$ cat config.mk
export PLATFORM = sky130hd
export DESIGN_NAME = svd_fifo
export DESIGN_NICKNAME = d
export VERILOG_FILES = /design/src/rtl/svd_pkg.sv /design/src/rtl/svd_fifo.sv
export SDC_FILE = /design/constraint.sdc
export NUM_CORES = 1
export LEC_CHECK = 0
export ABC_AREA = 0
export BUFFER_PORTS_ARGS = -buffer_cell sky130_fd_sc_hd__clkbuf_2
export CORE_UTILIZATION = 52
export DETAILED_ROUTE_END_ITERATION = 6
export PLACE_DENSITY = 0.9
export SLEW_MARGIN = 20
export SYNTH_ARGS = -nofsm -noshare
export SYNTH_HDL_FRONTEND = slang
export SYNTH_SLANG_ARGS = --single-unit
$ cat constraint.sdc
create_clock -name clk_i -period 6.4 [get_ports clk_i]
set_input_delay 0.96 -clock clk_i [delete_from_list [all_inputs] [get_ports clk_i]]
set_output_delay 0.96 -clock clk_i [all_outputs]
set_load 0.03 [all_outputs]
$ cat src/rtl/svd_pkg.sv
// ----------------------------------------------------------------------------
// svd_pkg
// Types and constants shared by the SVPWM duty calculator modules.
// ----------------------------------------------------------------------------
package svd_pkg;

  // Q16 coefficients of the sector projections.
  localparam logic [16:0] SQRT3_Q16     = 17'd113512;
  localparam logic [16:0] HALF3_Q16     = 17'd98304;
  localparam logic [16:0] HALFSQRT3_Q16 = 17'd56756;

  localparam logic [15:0] PERIOD_RESET = 16'd16800;
  localparam logic [15:0] BUS_RESET    = 16'd6144;

  // Significant bits of the period register.
  localparam int unsigned PERIOD_BITS = 16;

  localparam logic [14:0] CMP_MAX = 15'd32767;

  // Sector codes from the three sign tests.
  localparam logic [2:0] SECTOR_ZERO = 3'd0;
  localparam logic [2:0] SECTOR_1    = 3'd1;
  localparam logic [2:0] SECTOR_2    = 3'd2;
  localparam logic [2:0] SECTOR_3    = 3'd3;
  localparam logic [2:0] SECTOR_4    = 3'd4;
  localparam logic [2:0] SECTOR_5    = 3'd5;
  localparam logic [2:0] SECTOR_6    = 3'd6;
  localparam logic [2:0] SECTOR_BAD  = 3'd7;

  // Register byte addresses.
  localparam logic [2:0] ADDR_PERIOD = 3'd0;
  localparam logic [2:0] ADDR_BUS    = 3'd4;

  // Divider geometry: 43 quotient bits, 45-bit remainder and divisor.
  localparam int unsigned QW = 43;
  localparam int unsigned RW = 45;

  typedef struct packed {
    logic signed [15:0] v_alpha;
    logic signed [15:0] v_beta;
  } in_word_t;

  typedef struct packed {
    logic [14:0] compare_u;
    logic [14:0] compare_v;
    logic [14:0] compare_w;
    logic [2:0]  sector_code;
    logic        overmodulated;
  } out_word_t;

  // One classified job: signed numerators of the two active times, times period.
  typedef struct packed {
    logic [2:0]         code;
    logic signed [50:0] mx;
    logic signed [50:0] my;
  } job_t;

  typedef struct packed {
    logic          start;
    logic [RW-1:0] rem;
    logic [QW-1:0] low;
    logic [5:0]    nbits;
    logic [RW-1:0] divisor;
  } div_req_t;

endpackage

$ cat src/rtl/svd_fifo.sv
// ----------------------------------------------------------------------------
// svd_fifo
// Two-entry job queue between the classifier and the time sequencer.
// ----------------------------------------------------------------------------
module svd_fifo (
  input  logic          clk_i,
  input  logic          rst_ni,
  input  logic          push_i,
  input  svd_pkg::job_t wdata_i,
  output logic          full_o,
  input  logic          pop_i,
  output logic          empty_o,
  output svd_pkg::job_t rdata_o
);
  import svd_pkg::*;

  job_t       mem_q [2];
  logic       wptr_q, rptr_q;
  logic [1:0] cnt_q;

  assign full_o  = cnt_q == 2'd2;
  assign empty_o = cnt_q == 2'd0;
  assign rdata_o = mem_q[rptr_q];

  always_ff @(posedge clk_i) begin
    if (push_i) begin
      mem_q[wptr_q] <= wdata_i;
    end
  end

  always_ff @(posedge clk_i or negedge rst_ni) begin
    if (!rst_ni) begin
      wptr_q <= 1'b0;
      rptr_q <= 1'b0;
      cnt_q  <= 2'd0;
    end else begin
      if (push_i) wptr_q <= ~wptr_q;
      if (pop_i)  rptr_q <= ~rptr_q;
      cnt_q <= cnt_q + {1'b0, push_i} - {1'b0, pop_i};
    end
  end

  a_no_overflow: assert property (@(posedge clk_i) disable iff (!rst_ni)
    full_o |-> !push_i) else $error("push into full job queue");
  a_no_underflow: assert property (@(posedge clk_i) disable iff (!rst_ni)
    empty_o |-> !pop_i) else $error("pop from empty job queue");

endmodule

==> results.cfg, run 1 <==
[power_and_ir_drop]
p_per_area_nw_per_um2 = 486
p_leak_nw = 3.89
vdd_drop_max_v = 0.000357

[critical_path]
r2r_end = mem_q[1][87]$_DFFE_PP_
worst-setup-path-type = reg2out
max_stage_delay_ns = 1.09
cpMaxStageDelayCell = dfrtp_4
cp_data_arrival_time_ns = 2.88
start_kind = flip-flop
r2r-start = wptr_q$_DFFE_PN0P_
end_kind = output port
required_ns = 5.44
crit_buf_inv = 2
crit_family = flip-flops
worstRegToRegCells = 2
rrSetupSlack_ns = 4.22
cp_max_fo = 72
cp_cell_sequence = buf_4, mux2_2, clkbuf_2

[synthesis]
syn_area_sq_um = 7930
synth_area_leaders = edfxtp_1, mux2_2, mux2_4, dfrtp_1, buf_6
synthArstFlopShare = 0.0187
syn-mean-instance-area_sq_um = 23.2
synth_nets = 453
seq_area_frac_synth = 0.808
synth_ff_type = edfxtp_1
synth_top_area_cell = edfxtp_1
ys.warnings.count = 0
yosys-top-cells-count = edfxtp_1, mux2_2, mux2_4
synth_seq_cells = 214
synth_top_area_share = 0.795
syn_inst = 342
synth_edf_count = 210
yosysMostFrequentCell = edfxtp_1
yosys.cell_types.count = 13

[placed_design]
dpl.hpwl_um = 9170
place_inst = 733
io_buffer_count = 215
place_congestion = 0.732

[clocking]
cts_buffers = 21
clockBufferDepth = 3
cts_sinks = 214
root_buffer = clkbuf_16
htreeDepth = 1
cts_setup_buffers = 0
cts_resized = 0
clk_pin_slew_ns = 0.06
hold_buffers = 0
cts_tree = done
clk_latency_ns = 0.49

[sta]
hold_ws_ns = 0.268
setup-tns-final_ns = 0
skew_ns = 0.0176
rsz0062_at_grt = false
final_hold_viol_count = 0
worst_pin_slew_ns = 1.02
fin_crit_ns = 3.84
setup_viol = 0
slew_violations = 0
slew_headroom = 0.318
fmax_mhz = 260
period_share = 0.600

[grt]
grt_pass1_wl_um = 20700
grt_usage = 0.169
grt_pass1_vias = 4248
antenna_found_initial = 0
grt_start_max_net_pins = 73
grt_remaining_overflow = 0

[floorplan]
die_w_um = 126
die-area_sq_um = 15800
ios = 216
die-height_um = 126
core_area_sq_um = 14700
initial_core_util = 0.540
rows = 44

[routing]
wl_per_cell_um = 17.6
drtIter0Drc = 228
wirelength_um = 13600
dr.pass1.iters = 7
vias = 3959
ant_nets = 0
routed_via_density = 5.13
route.detailed.drc = 14

[cells_and_area]
diodes = 0
fin_cells = 771
area_growth_pct = 23.9
drive_gt1_frac = 0.603
nFillCells = 939
nets = 683
final_core_util = 0.669

[min_path]
hp-class = in2async

[run]
max_cap_viol_count = 0

[status]
outcome = finished, violations left
violations = design-rule violations
[per-layer routing]
metal | vias to the layer above | GRT usage | part of all wire
met3 | 24 | 0.0479 | 0.081
met1 | 1932 | 0.191 | 0.37
met2 | 181 | 0.308 | 0.53
li1 | 1822 | - | -
met5 | - | 0 | 0
met4 | 0 | 0.0574 | 0.019
[placed cells by master (no fill, tap or decap)]
cell type	Yosys	layout
dfrtp_4	0	1
ha_1	2	2
xor3_1	1	1
dfrtp_1	4	3
mux2_4	40	40
nor2b_4	0	1
inv_6	0	1
edfxtp_1	210	210
buf_4	0	4
xor2_1	2	2
clkinv_2	0	1
and2_4	0	1
clkbuf_16	0	21
mux2_2	65	65
inv_1	2	2
bufinv_16	0	1
clkbuf_1	0	6
clkinv_1	0	5
nor2b_1	2	1
clkbuf_2	0	215
nor2_1	1	1
clkbuf_8	0	2
clkinvlp_4	0	1
[worst max-delay path by stage]
stage	slack, ns	to	start	cells past startpoint
after detailed placement	3.08	rdata_o[33]	rptr_q$_DFFE_PN0P_	3
final	2.56	rdata_o[33]	rptr_q$_DFFE_PN0P_	3
after global placement	3.10	rdata_o[33]	rptr_q$_DFFE_PN0P_	3
after floorplan	0.29	mem_q[0][0]$_DFFE_PP_	push_i	1
after CTS	2.56	rdata_o[33]	rptr_q$_DFFE_PN0P_	3
after global routing	2.43	rdata_o[33]	rptr_q$_DFFE_PN0P_	3
[worst register-to-register path, delay by kind of cell (launching register included)]
kind                   cells  cell delay (ns)
buffers and inverters      1             0.74
and+or+nand+nor            1             0.56
DFF                        1             0.42
[kinds of logic (layout without fill, tap and decap cells)]
group,after synthesis,after routing,share of synthesized area
xor gates and xnor gates,3,3,0.00521
muxes,105,105,0.168
adders and majority gates,2,2,0.00315
and+or+nand+nor,4,4,0.00284
buffers and inverters,14,259,0.0132
DFF,214,214,0.808
[flip-flops by register name (all words and copies together), names as in the netlist]
register / flops
cnt_q: 2
wptr_q: 1
rptr_q: 1
mem_q: 210
[metrics by stage]
step                total power, mW  area, sq um  setup WS (ns)
detailed placement             3.69         9190           3.08
CTS                            4.83         9830           2.56
global route                   4.96         9830           2.43
finish                         4.78         9830           2.56
floorplan                      3.31         7930          0.292
global placement               3.64         9190           3.10
[where the power goes]
group / leakage, nW / total [mW] / internal (mW) / switching [mW]
Combinational: 1.56 / 1.62 / 0.609 / 1.01
Sequential: 2.02 / 2.02 / 1.86 / 0.159
Clock: 0.311 / 1.14 / 0.669 / 0.472
Total: 3.89 / 4.78 / 3.14 / 1.64
[area by class of cell]
class	count	area [sq um]	share of cell area
sequential	214	6410	0.652
clock buffer	29	576	0.0585
clock inverter	9	70.1	0.00713
tap	184	230	0.0234
inverter	2	7.51	0.000764
multi-input combinational	114	1430	0.146
timing repair buffer	219	1110	0.113
Note: power is estimated with default switching activity, not from simulation.
==> inputs of run 2 (changes only) <==
Clock period 6.4 ns to 3.7 ns, I/O delays scaled along.
==> run 2 against run 1 <==
The run still ends with design-rule violations left. Register-to-register slack got worse by 2.3 ns. Flip-flop and latch count unchanged. Hold slack worse by 0.016 ns. Sequential share of layout area decreased by 0.62 points. Clock power rose by 84%. Final area is 0.95% higher. Final cell count increased by 0.13%. Via count grew 1.2%. Critical path depth is the same.
==> results.cfg, run 2 (synthesized netlist as in run 1, its figures left out) <==
[status]
outcome = finished, violations left
violations = design-rule violations

[critical_path]
cpMaxStageDelayCell = dfrtp_4
cp_max_fo = 42
r2r-start = wptr_q$_DFFE_PN0P_
cp_data_arrival_time_ns = 2.25
startpoint = rptr_q$_DFFE_PN0P_
path_depth = 3
required_ns = 3.14
start_kind = flip-flop
worst-setup-path-type = reg2out
max_stage_delay_ns = 0.57
crit_buf_inv = 2
crit_family = buffers and inverters
setup.worst_path.end = rdata_o[6]
end_kind = output port
worstRegToRegCells = 2
rrSetupSlack_ns = 1.91
cp_cell_sequence = buf_4, mux2_2, clkbuf_2
r2r_end = mem_q[1][86]$_DFFE_PP_

[clocking]
htreeDepth = 1
cts_resized = 0
hold_buffers = 1
clk_latency_ns = 0.49
cts_setup_buffers = 0
cts_tree = done
root_buffer = clkbuf_16
clk_pin_slew_ns = 0.06
cts_buffers = 22
clockBufferDepth = 3
cts_sinks = 214

[cells_and_area]
layout_commonest_cell = clkbuf_2
reg_top3 = mem_q x210, cnt_q x2
final_cell_mix = clkbuf_2, edfxtp_1, mux2_2
largest_reg_flops = 210
registers.top_by_ff_count = mem_q
area_growth_pct = 25.1
drive_gt1_frac = 0.605
final_core_util = 0.675
nets = 685
diodes = 0
fin_cells = 772

[grt]
grt_usage = 0.180
grt_start_max_net_pins = 106
grt_remaining_overflow = 0
antenna_found_initial = 0
grt_pass1_vias = 4301
grt_pass1_wl_um = 21900

[sta]
slew_headroom = 0.547
skew_ns = 0.00566
setup_viol = 0
fmax_mhz = 357
fin_crit_ns = 2.80
final_hold_viol_count = 0
setup-tns-final_ns = 0
worst_pin_slew_ns = 0.679
period_share = 0.757
hold_ws_ns = 0.252
rsz0062_at_grt = false
slew_violations = 0

[floorplan]
core_area_sq_um = 14700
rows = 44
initial_core_util = 0.540
ios = 216
die-height_um = 126
die_w_um = 126
die-area_sq_um = 15800

[routing]
route.detailed.drc = 11
vias = 4007
drtIter0Drc = 203
wl_per_cell_um = 18.5
ant_nets = 0
wirelength_um = 14300
routed_via_density = 5.19
dr.pass1.iters = 7

[placed_design]
dpl.hpwl_um = 9380
place_congestion = 0.686
io_buffer_count = 215
place_inst = 733

[power_and_ir_drop]
p_per_area_nw_per_um2 = 851
vdd_drop_max_v = 0.000618
p_leak_nw = 3.93
power_mw = 8.45

[run]
max_cap_viol_count = 0

[min_path]
hp-class = in2reg
-- run 2: report_power, final --
group          total [mW]  internal [mW]  leakage, nW  switching [mW]
sequential           3.38           3.22         2.02           0.158
clock                2.10           1.27        0.335           0.827
combinational        2.97           1.08         1.58            1.89
total                8.45           5.57         3.93            2.87
-- run 2: final cells by class --
class,count,area [sq um]
fillers,908,4770
well taps,184,230
clock inverters,9,93.8
clock buffers,29,598
inverters,2,7.51
multi-input cells,114,1430
flip-flops and latches,214,6410
repair buffers,220,1150
-- run 2: worst min-delay path by stage --
stage                           start                endpoint  slack (ns)  cells past startpoint
after CTS                 wdata_i[98]  mem_q[0][98]$_DFFE_PP_        0.24                      1
after global placement         rst_ni      rptr_q$_DFFE_PN0P_        0.37                      1
after global routing      wdata_i[78]  mem_q[1][78]$_DFFE_PP_        0.24                      1
after floorplan                rst_ni      cnt_q[0]$_DFF_PN0_        0.26                      0
final                     wdata_i[98]  mem_q[0][98]$_DFFE_PP_        0.25                      1
after detailed placement       rst_ni      wptr_q$_DFFE_PN0P_        0.37                      1
-- run 2: per-stage QoR --
step	cell area, sq um	worst slack (ns)
after floorplan	7940	0.260
after global placement	9220	1.44
after detailed placement	9220	1.40
after CTS	9920	0.872
after global routing	9920	0.821
final	9920	0.899
-- run 2: per-layer routing --
metal  part of all wire  wire length (um)  vias up  GRT usage
li1                   -                 -     1825          -
met1               0.37              5260     1967      0.201
met2               0.53              7520      185      0.324
met3              0.083              1190       30     0.0591
met4              0.024               347        0     0.0603
met5                  0                 0        -          0
