--- config.mk ---
export PLATFORM = sky130hd
export DESIGN_NAME = svd_back
export DESIGN_NICKNAME = d
export VERILOG_FILES = /design/src/rtl/svd_pkg.sv /design/src/rtl/svd_div.sv /design/src/rtl/svd_back.sv
export SDC_FILE = /design/constraint.sdc
export NUM_CORES = 2
export LEC_CHECK = 0
export ABC_AREA = 1
export BUFFER_PORTS_ARGS = -buffer_cell sky130_fd_sc_hd__buf_2
export CELL_PAD_IN_SITES_DETAIL_PLACEMENT = 0
export CELL_PAD_IN_SITES_GLOBAL_PLACEMENT = 1
export CORE_AREA = 2 2 452 454
export CTS_BUF_LIST = sky130_fd_sc_hd__clkbuf_8
export DETAILED_ROUTE_END_ITERATION = 10
export DIE_AREA = 0 0 454 456
export HOLD_SLACK_MARGIN = 0.08
export PLACE_DENSITY = 0.83
export SETUP_SLACK_MARGIN = 0.05
export SLEW_MARGIN = 5
export SYNTH_ARGS = -nofsm -noshare
export SYNTH_HDL_FRONTEND = slang
export SYNTH_SLANG_ARGS = --single-unit
--- constraint.sdc ---
create_clock -name clk_i -period 12.45 [get_ports clk_i]
set_input_delay 2.49 -clock clk_i [delete_from_list [all_inputs] [get_ports clk_i]]
set_output_delay 2.49 -clock clk_i [all_outputs]
set_load 0.005 [all_outputs]
--- src/rtl/svd_pkg.sv ---
// ----------------------------------------------------------------------------
// svd_pkg
// Types and constants shared by the SVPWM duty calculator modules.
// ----------------------------------------------------------------------------
package svd_pkg;

  // Q16 coefficients of the sector projections.
  localparam logic [16:0] SQRT3_Q16     = 17'd113512;
  localparam logic [16:0] HALF3_Q16     = 17'd98304;
  localparam logic [16:0] HALFSQRT3_Q16 = 17'd56756;

  localparam logic [15:0] PERIOD_RESET = 16'd16800;
  localparam logic [15:0] BUS_RESET    = 16'd6144;

  // Significant bits of the period register.
  localparam int unsigned PERIOD_BITS = 16;

  localparam logic [14:0] CMP_MAX = 15'd32767;

  // Sector codes from the three sign tests.
  localparam logic [2:0] SECTOR_ZERO = 3'd0;
  localparam logic [2:0] SECTOR_1    = 3'd1;
  localparam logic [2:0] SECTOR_2    = 3'd2;
  localparam logic [2:0] SECTOR_3    = 3'd3;
  localparam logic [2:0] SECTOR_4    = 3'd4;
  localparam logic [2:0] SECTOR_5    = 3'd5;
  localparam logic [2:0] SECTOR_6    = 3'd6;
  localparam logic [2:0] SECTOR_BAD  = 3'd7;

  // Register byte addresses.
  localparam logic [2:0] ADDR_PERIOD = 3'd0;
  localparam logic [2:0] ADDR_BUS    = 3'd4;

  // Divider geometry: 43 quotient bits, 45-bit remainder and divisor.
  localparam int unsigned QW = 43;
  localparam int unsigned RW = 45;

  typedef struct packed {
    logic signed [15:0] v_alpha;
    logic signed [15:0] v_beta;
  } in_word_t;

  typedef struct packed {
    logic [14:0] compare_u;
    logic [14:0] compare_v;
    logic [14:0] compare_w;
    logic [2:0]  sector_code;
    logic        overmodulated;
  } out_word_t;

  // One classified job: signed numerators of the two active times, times period.
  typedef struct packed {
    logic [2:0]         code;
    logic signed [50:0] mx;
    logic signed [50:0] my;
  } job_t;

  typedef struct packed {
    logic          start;
    logic [RW-1:0] rem;
    logic [QW-1:0] low;
    logic [5:0]    nbits;
    logic [RW-1:0] divisor;
  } div_req_t;

endpackage

--- src/rtl/svd_div.sv ---
// ----------------------------------------------------------------------------
// svd_div
// Restoring radix-2 divider, one quotient bit per cycle.
// ----------------------------------------------------------------------------
module svd_div (
  input  logic                        clk_i,
  input  logic                        rst_ni,
  input  svd_pkg::div_req_t           req_i,
  output logic                        done_o,
  output logic [svd_pkg::QW-1:0]      quot_o
);
  import svd_pkg::*;

  logic [RW-1:0] rem_q, dvs_q;
  logic [QW-1:0] low_q, quot_q;
  logic [5:0]    cnt_q;
  logic          busy_q, done_q;
  logic [RW:0]   trial;
  logic          ge;

  assign trial  = {rem_q, low_q[QW-1]};
  assign ge     = trial >= {1'b0, dvs_q};
  assign done_o = done_q;
  assign quot_o = quot_q;

  always_ff @(posedge clk_i) begin
    if (req_i.start) begin
      rem_q  <= req_i.rem;
      low_q  <= req_i.low;
      dvs_q  <= req_i.divisor;
      quot_q <= '0;
    end else if (busy_q) begin
      rem_q  <= ge ? RW'(trial - {1'b0, dvs_q}) : RW'(trial);
      low_q  <= {low_q[QW-2:0], 1'b0};
      quot_q <= {quot_q[QW-2:0], ge};
    end
  end

  always_ff @(posedge clk_i or negedge rst_ni) begin
    if (!rst_ni) begin
      busy_q <= 1'b0;
      done_q <= 1'b0;
      cnt_q  <= '0;
    end else begin
      done_q <= 1'b0;
      if (req_i.start) begin
        busy_q <= 1'b1;
        cnt_q  <= req_i.nbits;
      end else if (busy_q) begin
        cnt_q <= cnt_q - 6'd1;
        if (cnt_q == 6'd1) begin
          busy_q <= 1'b0;
          done_q <= 1'b1;
        end
      end
    end
  end

endmodule

--- src/rtl/svd_back.sv ---
// ----------------------------------------------------------------------------
// svd_back
// Time sequencer: active times, overmodulation scaling, compare values.
// ----------------------------------------------------------------------------
module svd_back (
  input  logic               clk_i,
  input  logic               rst_ni,
  input  logic               empty_i,
  input  svd_pkg::job_t      job_i,
  output logic               pop_o,
  input  logic [15:0]        period_i,
  input  logic [15:0]        bus_i,
  output logic               out_valid_o,
  input  logic               out_ready_i,
  output svd_pkg::out_word_t out_word_o
);
  import svd_pkg::*;

  localparam logic [3:0] ST_IDLE = 4'd0;
  localparam logic [3:0] ST_DIVX = 4'd1;
  localparam logic [3:0] ST_DIVY = 4'd2;
  localparam logic [3:0] ST_SUM  = 4'd3;
  localparam logic [3:0] ST_DIVK = 4'd4;
  localparam logic [3:0] ST_MX0  = 4'd5;
  localparam logic [3:0] ST_MX1  = 4'd6;
  localparam logic [3:0] ST_MY0  = 4'd7;
  localparam logic [3:0] ST_MY1  = 4'd8;
  localparam logic [3:0] ST_EDGE = 4'd9;
  localparam logic [3:0] ST_OUT  = 4'd10;

  localparam logic [QW-1:0] TLIM = QW'(1) << (QW - 1);

  logic [3:0]         state_q, state_d;
  logic [2:0]         code_q;
  logic signed [50:0] my_q;
  logic               negx_q, negy_q, satx_q, saty_q, ov_q;
  logic signed [43:0] tx_q, ty_q, tx_d, ty_d;
  logic [19:0]        k_q;
  logic [62:0]        acc_q;
  logic signed [47:0] ta_q, tb_q, tc_q;
  logic               out_valid_q;
  out_word_t          out_q;

  div_req_t           req;
  logic               div_done;
  logic [QW-1:0]      quot;

  logic signed [50:0] src;
  logic [48:0]        mag;
  logic               src_sat;
  logic [15:0]        u;
  logic [31:0]        pq;
  logic signed [44:0] sum;
  logic [QW-1:0]      qsat, mxm, mym;
  logic [40:0]        hi_prod;
  logic [62:0]        acc_fin;
  logic [QW-1:0]      scaled;
  logic signed [47:0] ta, tb, tc;
  logic signed [47:0] cu, cv, cw;

  svd_div u_div (
    .clk_i  (clk_i),
    .rst_ni (rst_ni),
    .req_i  (req),
    .done_o (div_done),
    .quot_o (quot)
  );

  function automatic logic [14:0] to_ticks(input logic signed [47:0] t);
    if (t <= 0) return '0;
    if (t[46:33] != '0) return CMP_MAX;
    return t[32:18];
  endfunction

  function automatic logic signed [43:0] apply_sign(input logic neg, input logic [QW-1:0] m);
    return neg ? -$signed({1'b0, m}) : $signed({1'b0, m});
  endfunction

  assign u       = (bus_i == '0) ? 16'd1 : bus_i;
  assign pq      = {period_i, 16'd0};
  assign src     = (state_q == ST_IDLE) ? job_i.mx : my_q;
  assign mag     = 49'(src[50] ? -src : src);
  // A quotient of 2^43 or more saturates anyway; the divider keeps only the low 43 quotient bits.
  assign src_sat = {10'd0, mag[48:43]} >= u;
  assign qsat    = (quot > TLIM) ? TLIM : quot;
  assign sum     = 45'(tx_q) + 45'(ty_q);
  assign mxm     = QW'(tx_q[43] ? -tx_q : tx_q);
  assign mym     = QW'(ty_q[43] ? -ty_q : ty_q);
  assign pop_o   = (state_q == ST_IDLE) && !empty_i;

  always_comb begin
    req.start   = 1'b0;
    req.rem     = RW'(mag[48:43]);
    req.low     = mag[42:0];
    req.nbits   = 6'(QW);
    req.divisor = RW'(u);
    if (pop_o || (state_q == ST_DIVX && div_done)) begin
      req.start = 1'b1;
    end else if (state_q == ST_SUM && sum > $signed({13'd0, pq})) begin
      req.start   = 1'b1;
      req.rem     = RW'(pq);
      req.low     = '0;
      req.nbits   = 6'd20;
      req.divisor = sum;
    end
  end

  // The edge times are written out from pq, tx and ty so that the three
  // sums are independent of each other.
  always_comb begin
    hi_prod = 41'((state_q == ST_MX1 ? mxm[42:22] : mym[42:22]) * k_q);
    acc_fin = acc_q + {hi_prod, 22'd0};
    scaled  = acc_fin[62:20];
    ta = 48'($signed({16'd0, pq})) - 48'(tx_q) - 48'(ty_q);
    tb = 48'($signed({16'd0, pq})) + 48'(tx_q) - 48'(ty_q);
    tc = 48'($signed({16'd0, pq})) + 48'(tx_q) + 48'(ty_q);
    unique case (code_q)
      SECTOR_1: begin cu = tb_q; cv = ta_q; cw = tc_q; end
      SECTOR_2: begin cu = ta_q; cv = tc_q; cw = tb_q; end
      SECTOR_3: begin cu = ta_q; cv = tb_q; cw = tc_q; end
      SECTOR_4: begin cu = tc_q; cv = tb_q; cw = ta_q; end
      SECTOR_5: begin cu = tc_q; cv = ta_q; cw = tb_q; end
      default:  begin cu = tb_q; cv = tc_q; cw = ta_q; end
    endcase
  end

  always_comb begin
    state_d = state_q;
    tx_d    = tx_q;
    ty_d    = ty_q;
    unique case (state_q)
      ST_IDLE: if (!empty_i) state_d = ST_DIVX;
      ST_DIVX: if (div_done) begin
        tx_d    = apply_sign(negx_q, satx_q ? TLIM : qsat);
        state_d = ST_DIVY;
      end
      ST_DIVY: if (div_done) begin
        ty_d    = apply_sign(negy_q, saty_q ? TLIM : qsat);
        state_d = ST_SUM;
      end
      ST_SUM:  state_d = req.start ? ST_DIVK : ST_EDGE;
      ST_DIVK: if (div_done) state_d = ST_MX0;
      ST_MX0:  state_d = ST_MX1;
      ST_MX1: begin
        tx_d    = apply_sign(tx_q[43], scaled);
        state_d = ST_MY0;
      end
      ST_MY0:  state_d = ST_MY1;
      ST_MY1: begin
        ty_d    = apply_sign(ty_q[43], scaled);
        state_d = ST_EDGE;
      end
      ST_EDGE: state_d = ST_OUT;
      ST_OUT:  if (!out_valid_q || out_ready_i) state_d = ST_IDLE;
      default: state_d = ST_IDLE;
    endcase
  end

  always_ff @(posedge clk_i) begin
    tx_q <= tx_d;
    ty_q <= ty_d;
    if (pop_o) begin
      code_q <= job_i.code;
      my_q   <= job_i.my;
      negx_q <= job_i.mx[50];
      satx_q <= src_sat;
      ov_q   <= 1'b0;
    end
    if (state_q == ST_DIVX) begin
      negy_q <= my_q[50];
      saty_q <= src_sat;
    end
    if (state_q == ST_SUM) ov_q <= req.start;
    if (state_q == ST_DIVK) k_q <= quot[19:0];
    if (state_q == ST_MX0) acc_q <= 63'(mxm[21:0] * k_q);
    if (state_q == ST_MY0) acc_q <= 63'(mym[21:0] * k_q);
    if (state_q == ST_EDGE) begin
      ta_q <= ta;
      tb_q <= tb;
      tc_q <= tc;
    end
    if (state_q == ST_OUT && (!out_valid_q || out_ready_i)) begin
      out_q.compare_u     <= to_ticks(cu);
      out_q.compare_v     <= to_ticks(cv);
      out_q.compare_w     <= to_ticks(cw);
      out_q.sector_code   <= code_q;
      out_q.overmodulated <= ov_q;
    end
  end

  always_ff @(posedge clk_i or negedge rst_ni) begin
    if (!rst_ni) begin
      state_q     <= ST_IDLE;
      out_valid_q <= 1'b0;
    end else begin
      state_q <= state_d;
      if (state_q == ST_OUT && (!out_valid_q || out_ready_i)) begin
        out_valid_q <= 1'b1;
      end else if (out_ready_i) begin
        out_valid_q <= 1'b0;
      end
    end
  end

  assign out_valid_o = out_valid_q;
  assign out_word_o  = out_q;

  a_done_expected: assert property (@(posedge clk_i) disable iff (!rst_ni)
    div_done |-> (state_q == ST_DIVX || state_q == ST_DIVY || state_q == ST_DIVK))
    else $error("divider finished outside a divide step");
  a_zero_vector: assert property (@(posedge clk_i) disable iff (!rst_ni)
    out_valid_q && out_q.sector_code == SECTOR_ZERO |->
      out_q.compare_u == out_q.compare_v && out_q.compare_v == out_q.compare_w)
    else $error("zero vector gave unequal compare values");
  a_no_bad_sector: assert property (@(posedge clk_i) disable iff (!rst_ni)
    out_valid_q |-> out_q.sector_code != SECTOR_BAD)
    else $error("impossible sector code delivered");
  a_pop_only_idle: assert property (@(posedge clk_i) disable iff (!rst_ni)
    pop_o |=> state_q == ST_DIVX)
    else $error("job taken without starting the first divide");

endmodule

==> flow_summary.ini <==
[worst_setup_path]
setup.worst_path.end_class = flop
worst-r2r-setup-slack_ps = 720
crit_fanout = 6
worstReg2RegEnd = ty_q[39]
r2r_cells = 55
critical_path_class = flop to flop
startpoint_type = flop
worstPathArrival_ps = 12320
crit_path_end = ty_q[39]
cpPeakStageDelay_ps = 600
crit_path_frequent_cell = nand2_1
r2r_start = tx_q[0]
startpoint = tx_q[0]
critPathSlowestCell = fa_1
crit_required_ps = 13040

[die]
dieArea_um2 = 207000
io_pins = 192
num_rows = 165
coreArea_um2 = 202000
chipWidth_um = 454
initial_core_util_pct = 44.9
die_height_um = 456

[grt]
grt_util_all_layers_pct = 31.6
grt_start_max_net_pins = 82
grt_pass1_vias = 81400
grt_pass1_wl_um = 496000
antenna_found_initial = 13
gr-total-overflow = 0

[clock_tree]
cts_root_buf = clkbuf_8
htree_levels = 3
clock_latency_ps = 870
clock_sinks = 562
cts_buffers = 94
cts_tree = yes
ctsLongestPathBuffers = 3
clk_pin_slew_ps = 80
cts_hold_buf = 0

[timing]
fmax_mhz = 85.2
slew-limit-headroom_pct = 13.3
fin_setup_tns_ps = 0
hold_viol = 0
finClkSkew_ps = 78.9
min_period_ps = 11730
fin_crit_sh_pct = 94.2
slew_violations = 0
setup_violations = 0
tightest_slew_ps = 1300
rsz0062_at_grt = no

[synth]
netlist_instances = 12000
syn_nets = 13900
synth_flop_cell = edfxtp_1
synthXorXnorAreaFrac_pct = 3.48
synth.most_common_cell = nand2_1
synth_compound_area_share_pct = 10.1
ys_types = 84
synth_top_family_by_area = adder cells
synthSimpleGateAreaFrac_pct = 22.5
synth_top_area_share_pct = 23.7
synthMuxAreaShare_pct = 0.222
yosys.area.top_type = fa_1
ys_seq_elements = 562
synth_edf_count = 506
synth.avg_cell_area_um2 = 7.57
synth_warnings = 0
ys_top_cells_by_area = fa_1 (24%), edfxtp_1 (17%), nand2_1 (11%)
postSynth.asyncResetShare_pct = 2.31
yosysSeqAreaShare_pct = 18.1
synthesis.area_um2 = 90600
synth_fa_ha_area_share_pct = 34.3
synth_common_cells = nand2_1 (2569), inv_1 (2226), nor2_1 (1453)

[route]
wl_per_cell_um = 22.4
wirelength_um = 331000
vias = 81700
antenna_left = 0
drt_iter0_markers = 7492
vias_per_cell = 5.53
firstDrtPassIters = 6
drc = 0

[run_status]
run_status = finished clean

[layout]
nFillCells = 20100
nets = 14000
final_cell_area_um2 = 96600
syn_to_final_growth_pct = 6.68
drive_gt1_share_pct = 6.23

[place]
port_buffers = 189
place_area_um2 = 94400
place.gp.congestion = 1.02
dp_hpwl_um = 271000

[flow_run]
maxCapViolCount = 0

[min_path]
hp-class = flop to flop
whs_path_depth = 2
==> critical path: cells and delay by family (launching register included) <==
| family | cells | cell delay, ps |
|---|---|---|
| simple gates | 34 | 5290 |
| fa+ha+maj | 10 | 4550 |
| compound gates | 4 | 590 |
| buf+inv | 6 | 450 |
| flops | 1 | 390 |
| xor+xnor | 1 | 170 |
==> routing by layer <==
| metal | part of all wire, % | GRT usage [%] | up-vias |
|---|---|---|---|
| li1 | - | - | 37700 |
| met2 | 46 | 51.4 | 3442 |
| met1 | 40 | 40.0 | 39800 |
| met4 | 6.1 | 16.5 | 8 |
| met5 | 0.018 | 0 | - |
| met3 | 7.9 | 5.70 | 758 |
==> layout make-up <==
| type | count | area, µm² | area share, % |
|---|---|---|---|
| antenna | 7 | 17.5 | 0.0181 |
| clock buffer | 101 | 1390 | 1.44 |
| clock inverter | 74 | 726 | 0.751 |
| inverter | 2262 | 8490 | 8.79 |
| multi-input combinational | 8730 | 64000 | 66.2 |
| sequential | 562 | 16400 | 17.0 |
| tap | 2672 | 3340 | 3.46 |
| timing repair buffer | 367 | 2310 | 2.39 |
==> per-stage QoR <==
| step | std cells | worst slack [ps] | utilization (%) | hold WS, ps |
|---|---|---|---|---|
| after floorplan | 12000 | 2290 | - | 400 |
| after global placement | 14600 | 559 | 46.8 | 443 |
| after detailed placement | 14600 | 510 | 46.8 | 446 |
| after CTS | 14800 | 425 | 47.8 | 472 |
| after global routing | 14800 | 40.1 | 47.9 | 489 |
| final | 14800 | 718 | 47.9 | 485 |
==> worst min-delay path by stage <==
stage | startpoint | to | slack (ps)
floorplan | ov_q | out_word_o[0] | 400
global placement | my_q[50] | negy_q | 440
detailed placement | my_q[50] | negy_q | 450
CTS | my_q[50] | negy_q | 470
global route | my_q[50] | negy_q | 490
finish | u_div.cnt_q[1] | u_div.cnt_q[1] | 480
==> cell usage in the layout (no fill, tap or decap), types with 65 or more instances in the layout <==
master / instances
a21oi_1: 613
buf_2: 189
buf_4: 175
clkbuf_8: 101
edfxtp_1: 506
fa_1: 1070
ha_1: 768
inv_1: 2239
nand2_1: 2563
nand3_1: 437
nand4_1: 98
nor2_1: 1446
nor3_1: 88
nor4_1: 65
o21ai_0: 507
xor2_1: 288
==> sequential cells by signal (all words and copies together), names as in the netlist, 22 cells and up <==
name and flops:
tc_q 45, u_div.quot_o 43, u_div.rem_q 45, ta_q 46, ty_q 44, tx_q 44
u_div.low_q 43, u_div.dvs_q 45, my_q 50, out_word_o 49, acc_q 22, tb_q 45
==> what timing repair did <==
item / CTS / global route
resized for setup: 0 / 11
buffers inserted: 0 / 8
endpoints found under the setup margin: 0 / 34
==> cells by family after synthesis <==
group                      Yosys count
muxes                               19
buffers and inverters             2666
AOI/OAI and AO/OA                 1598
DFF                                562
other                                1
and+or+nand+nor                   4918
xor gates and xnor gates           356
adders and majority gates         1838
Power is left out: the tool's default activity adds up to more than one toggle a clock period on the data nets, which glitch-free logic cannot reach.
